[src/rtl/asni_pkg.sv]
// Shared types, constants and the sine table builder for the angular spring node integrator.
`timescale 1ns / 1ps
package asni_pkg;

  localparam int NODE_COUNT_DEF = 64;
  localparam int SINE_DEPTH_DEF = 256;

  localparam logic [63:0] HALF_PI_Q30    = 64'd1686629713;
  localparam logic [63:0] TURN_RECIP_Q32 = 64'd683565276;

  localparam logic signed [15:0] GX_RESET  = 16'sd0;
  localparam logic signed [15:0] GY_RESET  = -16'sd16384;
  localparam logic [15:0]        GS_RESET  = 16'd0;
  localparam logic [15:0]        CAP_RESET = 16'd546;

  localparam logic [1:0] CFG_GRAVITY_X        = 2'd0;
  localparam logic [1:0] CFG_GRAVITY_Y        = 2'd1;
  localparam logic [1:0] CFG_GRAVITY_STRENGTH = 2'd2;
  localparam logic [1:0] CFG_SUBSTEP_CAP      = 2'd3;

  typedef enum logic [1:0] {
    MODE_UPDATE    = 2'd0,
    MODE_TORQUE    = 2'd1,
    MODE_CLEAR     = 2'd2,
    MODE_CLEAR_ROT = 2'd3
  } mode_t;

  typedef struct packed {
    mode_t              mode;
    logic [5:0]         node_index;
    logic [15:0]        time_step;
    logic signed [15:0] local_rotation;
    logic signed [15:0] world_angle;
    logic [15:0]        stiffness;
    logic [15:0]        damping;
    logic [18:0]        max_velocity;
    logic signed [19:0] torque;
  } in_item_t;

  typedef struct packed {
    logic [5:0]         result_node;
    logic signed [15:0] new_rotation;
    logic signed [19:0] new_velocity;
  } out_item_t;

  typedef struct packed {
    logic signed [15:0] gx;
    logic signed [15:0] gy;
    logic [15:0]        gs;
    logic [15:0]        cap;
  } cfg_t;

  // Classified command handed from the front queue to the back end.
  typedef struct packed {
    mode_t              mode;
    logic [5:0]         node;
    logic               zero_step;
    logic [15:0]        time_step;
    logic signed [15:0] rot;
    logic signed [15:0] angle;
    logic [15:0]        stiff;
    logic [15:0]        damp;
    logic [18:0]        vmax;
    logic signed [19:0] torque;
  } cmd_t;

  typedef enum logic [4:0] {
    ST_IDLE, ST_READ,
    ST_G0, ST_G1, ST_G2, ST_MOD_S, ST_MOD_C,
    ST_D0, ST_D1, ST_D2, ST_D3, ST_D4, ST_D5, ST_D6,
    ST_S0, ST_S1, ST_S2, ST_S3, ST_S4, ST_S5, ST_S6,
    ST_WB, ST_OUT
  } bk_state_t;

  // Sine entry for table phase p (one turn = 2^32), Q1.14, from a Taylor series.
  function automatic logic signed [15:0] sine_entry(input logic [63:0] p);
    logic [1:0]         q;
    logic [63:0]        r;
    logic [63:0]        x;
    logic [63:0]        x2;
    logic [63:0]        term;
    logic [63:0]        v;
    logic signed [63:0] sum;
    q = p[31:30];
    r = {34'd0, p[29:0]};
    if (q[0]) begin
      r = 64'h4000_0000 - r;
    end
    x    = (r * HALF_PI_Q30) >> 30;
    x2   = (x * x) >> 30;
    term = x;
    sum  = $signed(x);
    term = ((term * x2) >> 30) / 64'd6;   sum = sum - $signed(term);
    term = ((term * x2) >> 30) / 64'd20;  sum = sum + $signed(term);
    term = ((term * x2) >> 30) / 64'd42;  sum = sum - $signed(term);
    term = ((term * x2) >> 30) / 64'd72;  sum = sum + $signed(term);
    term = ((term * x2) >> 30) / 64'd110; sum = sum - $signed(term);
    term = ((term * x2) >> 30) / 64'd156; sum = sum + $signed(term);
    term = ((term * x2) >> 30) / 64'd210; sum = sum - $signed(term);
    if (sum < 0) begin
      sum = 64'sd0;
    end
    v = ($unsigned(sum) + 64'd32768) >> 16;
    if (v > 64'd16384) begin
      v = 64'd16384;
    end
    return q[1] ? -$signed(16'(v)) : $signed(16'(v));
  endfunction

endpackage

[src/rtl/asni_front.sv]
// Input side: accepts items, drops out-of-range nodes, classifies and queues commands.
`timescale 1ns / 1ps
module asni_front #(
  parameter int NODE_COUNT = asni_pkg::NODE_COUNT_DEF
) (
  input  logic               clk,
  input  logic               rst,
  input  logic               push,
  output logic               full,
  input  asni_pkg::in_item_t in_item,
  output logic               cmd_valid,
  output asni_pkg::cmd_t     cmd_head,
  input  logic               cmd_pop
);
  import asni_pkg::*;

  cmd_t       q [2];
  logic       wr_ptr;
  logic       rd_ptr;
  logic [1:0] count;
  logic       in_range;
  logic       wr_en;
  cmd_t       cmd_new;

  assign full      = (count == 2'd2);
  assign cmd_valid = (count != 2'd0);
  assign cmd_head  = q[rd_ptr];
  assign in_range  = (32'(in_item.node_index) < NODE_COUNT);
  assign wr_en     = push && !full && in_range;

  always_comb begin
    cmd_new.mode      = in_item.mode;
    cmd_new.node      = in_item.node_index;
    cmd_new.zero_step = (in_item.time_step == 16'd0);
    cmd_new.time_step = in_item.time_step;
    cmd_new.rot       = in_item.local_rotation;
    cmd_new.angle     = in_item.world_angle;
    cmd_new.stiff     = in_item.stiffness;
    cmd_new.damp      = in_item.damping;
    cmd_new.vmax      = in_item.max_velocity;
    cmd_new.torque    = in_item.torque;
  end

  always_ff @(posedge clk) begin
    if (wr_en) begin
      q[wr_ptr] <= cmd_new;
    end
  end

  always_ff @(posedge clk) begin
    if (rst) begin
      wr_ptr <= 1'b0;
      rd_ptr <= 1'b0;
      count  <= 2'd0;
    end else begin
      if (wr_en) begin
        wr_ptr <= ~wr_ptr;
      end
      if (cmd_pop) begin
        rd_ptr <= ~rd_ptr;
      end
      count <= count + {1'b0, wr_en} - {1'b0, cmd_pop};
    end
  end

  a_count_bound: assert property (@(posedge clk) disable iff (rst) count <= 2'd2)
    else $error("front queue count above depth");
  a_pop_nonempty: assert property (@(posedge clk) disable iff (rst)
    cmd_pop |-> count != 2'd0)
    else $error("front queue popped while empty");
  a_count_grows: assert property (@(posedge clk) disable iff (rst)
    wr_en && !cmd_pop |=> count == $past(count) + 2'd1)
    else $error("front queue count did not follow a write");

endmodule

[config.mk]
export PLATFORM = sky130hd
export DESIGN_NAME = asni_front
export DESIGN_NICKNAME = d
export VERILOG_FILES = /design/src/rtl/asni_pkg.sv /design/src/rtl/asni_front.sv
export SDC_FILE = /design/constraint.sdc
export NUM_CORES = 1
export LEC_CHECK = 0
export ABC_AREA = 0
export BUFFER_PORTS_ARGS = -buffer_cell sky130_fd_sc_hd__buf_2
export CAP_MARGIN = 20
export CORE_ASPECT_RATIO = 1.1
export CORE_MARGIN = 10
export CORE_UTILIZATION = 45
export DETAILED_ROUTE_END_ITERATION = 16
export PLACE_DENSITY = 0.73
export REMOVE_ABC_BUFFERS = 1
export SYNTH_ARGS = -nofsm -noshare
export SYNTH_HDL_FRONTEND = slang
export SYNTH_SLANG_ARGS = --single-unit
[constraint.sdc]
create_clock -name clk -period 4.5 [get_ports clk]
set_clock_uncertainty 0.15 [all_clocks]
set_input_delay 0.9 -clock clk [delete_from_list [all_inputs] [get_ports clk]]
set_output_delay 0.9 -clock clk [all_outputs]
set_load 0.005 [all_outputs]
==> flow_metrics.py <==
metrics = {
    "synth": {
        "syn_avg_cell_area_um2": 22.35,
        "syn_area_mm2": 0.009567,
        "yosys_most_used_dff": "sky130_fd_sc_hd__edfxtp_1",
        "ys_async_rst_share": 0,
        "count_of_different_cell_masters_after_synthesis": 21,
        "synth.largest_area_cell": "sky130_fd_sc_hd__edfxtp_1",
        "synth_top_cells_by_area": "sky130_fd_sc_hd__edfxtp_1, sky130_fd_sc_hd__mux2_2, sky130_fd_sc_hd__clkbuf_8",
        "synthMostInstantiatedCell": "sky130_fd_sc_hd__edfxtp_1",
        "yosysSeqAreaShare": 0.8140,
        "synth_common_cells": "sky130_fd_sc_hd__edfxtp_1, sky130_fd_sc_hd__mux2_2, sky130_fd_sc_hd__clkbuf_8",
        "synth_seq_cells": 261,
        "post_synth_edffs": 256,
        "synth_top_area_frac": 0.8036,
        "ys.warnings.count": 0,
        "syn-instance-count": 428,
    },
    "final_layout": {
        "drive_gt1_frac": 0.5956,
        "multiInputGateArea_mm2": 0.001590,
        "layout.filler_cells": 1579,
        "antenna_cells_inserted": 0,
        "areaGrowthSynthToFinish_pct": 24.93,
        "stdcell_count": 1012,
        "finish.utilization": 0.5770,
        "finish.net_count": 841,
        "regArea_mm2": 0.007791,
    },
    "status": {
        "status": "finished, final reports clean",
    },
    "placement": {
        "dp_cells": 965,
        "gp_routability_congestion": 0.7877,
        "port_buffers": 260,
        "dp.final_hpwl_um": 14130,
    },
    "sta": {
        "report.final.slew_viol_count": 0,
        "rsz0062_at_grt": "false",
        "maxClockFrequency_ghz": 0.3129,
        "finalHoldViolations": 0,
        "max_slew_margin": 0.6141,
        "fin_hold_ws_ns": 0.3812,
        "tightest_slew_ns": 0.5789,
        "report.final.setup_viol": 0,
        "fin_crit_sh": 0.7101,
        "layout_min_cycle_time_ns": 3.195,
    },
    "cts": {
        "cts_htree_levels": 1,
        "cts_sinks": 261,
        "cts.clk_slew.worst_paths_ns": 0.06,
        "post_cts.resized_instances": 0,
        "cts.hold.buffers_added": 0,
        "insertion_delay_ns": 0.50,
        "clk_path_buf_depth": 3,
        "cts_tree": "built",
        "cts-root-buf": "sky130_fd_sc_hd__clkbuf_16",
        "post_cts.repair.setup_buffers": 0,
        "cts_made_buffers": 26,
    },
    "route": {
        "dr_total_vias": 4967,
        "routedWlPerCell_um": 20.10,
        "initialDrtViolationCount": 240,
        "highest-signal-layer": "met4",
        "route.final.wire_length_um": 20340,
        "detailroute.wirelength.met3_um": 1507,
        "drc": 0,
        "vias_per_cell": 4.908,
        "wl_met1_um": 8044,
        "met2_wirelength_um": 10370,
        "ant_nets": 0,
        "dr.pass1.iters": 4,
    },
    "critical_path": {
        "worst-endpoint-required_ns": 3.45,
        "crit_arrival_ns": 2.15,
        "timing.critical_path.to_type": "output port",
        "setup.worst_path.start_class": "register",
        "critPathKind": "reg -> out",
        "critPathMaxFanout": 39,
        "worst-r2r-setup-slack_ns": 2.18,
    },
    "floorplan": {
        "die_height_um": 172.9,
        "row_count": 55,
        "die_w_um": 159.0,
        "floorplan.die_area_mm2": 0.02750,
        "initial_core_util": 0.4619,
        "top_level_ports": 261,
        "placeableCoreArea_mm2": 0.02071,
    },
    "job": {
        "max-cap-violations": 0,
    },
    "global_route": {
        "overflow": 0,
        "grt_pass1_wl_um": 31040,
        "grt_max_degree": 70,
        "first_global_vias": 5600,
        "global_route.usage.total": 0.1402,
        "initial_antenna_violation_count": 0,
    },
    "worst_hold_path": {
        "hold_path.class": "reg -> reg",
    },
    "power_and_ir_drop": {
        "p_per_area_mw_per_mm2": 503.8,
        "worst_ir_drop_vdd_mv": 0.3414,
        "power.static_leakage_nw": 4.453,
    },
}
==> per-layer routing <==
layer / GRT usage / vias to the layer above
met5: 0 / -
met4: 0.04096 / 0
met3: 0.04466 / 32
met2: 0.2416 / 202
met1: 0.1641 / 2466
li1: - / 2267
==> path summary, 6_finish.rpt <==
path,start,endpoint,cells past startpoint
worst min register to register,wr_ptr,wr_ptr,2
worst max register to register,count[0],q[0][115],5
worst max-delay path,register,cmd_head[5],3
worst min-delay path,wr_ptr,wr_ptr,2
==> critical path, stage by stage, from the launching register on <==
cell and delay [ns]:
sky130_fd_sc_hd__dfxtp_4 0.54, sky130_fd_sc_hd__buf_4 0.51, sky130_fd_sc_hd__mux2_2 0.42, sky130_fd_sc_hd__buf_2 0.13
==> registers in the layout, indices dropped and copies added, names as in the netlist, named ones only <==
register  flops
rd_ptr        1
q           256
count         2
wr_ptr        1
==> area by class of cell <==
class / instances / share of cell area
timing repair buffer: 266 / 0.1158
multi-input combinational: 149 / 0.1331
tap: 285 / 0.02984
sequential: 261 / 0.6519
clock buffer: 28 / 0.05685
clock inverter: 19 / 0.01110
inverter: 4 / 0.001466
==> kinds of logic (layout without fill, tap and decap cells) <==
kind of cell / Yosys count / after routing / share of synthesized area
buf+inv: 18 / 317 / 0.02014
flops: 261 / 261 / 0.8140
mux: 128 / 128 / 0.1507
xor+xnor: 3 / 3 / 0.002747
simple gates: 14 / 14 / 0.008764
fa+ha+maj: 2 / 2 / 0.002615
compound gates: 2 / 2 / 0.001045
==> through the flow <==
stage | cell area, um^2 | TNS (ns) | worst slack, ns | total power [mW]
4_1_cts | 11950 | 0 | 1.252 | 6.111
6_report | 11950 | 0 | 1.305 | 6.021
5_1_grt | 11950 | 0 | 1.183 | 6.296
3_3_place_gp | 11140 | 0 | 1.635 | 4.029
2_1_floorplan | 9389 | -20.24 | -0.1582 | 3.646
3_5_place_dp | 11140 | 0 | 1.587 | 4.077
==> cells in the final DEF (no fill, tap or decap), drive strengths merged, types with 2 or more instances in the layout <==
cell type / synthesis / layout
buf: 6 / 266
edfxtp: 256 / 256
mux2: 128 / 128
clkbuf: 8 / 28
clkinv: 0 / 17
dfxtp: 5 / 5
nor4: 4 / 4
inv: 4 / 4
nor2: 3 / 3
xnor2: 2 / 2
ha: 2 / 2
bufinv: 0 / 2
==> where the power goes <==
part           switching (mW)  leakage [nW]  total [mW]  internal, mW
combinational           0.467          1.63       0.871         0.405
clock                   0.829         0.398        2.02          1.19
sequential             0.0784          2.43        3.13          3.05
No activity file was read; power rests on OpenSTA's default activity.
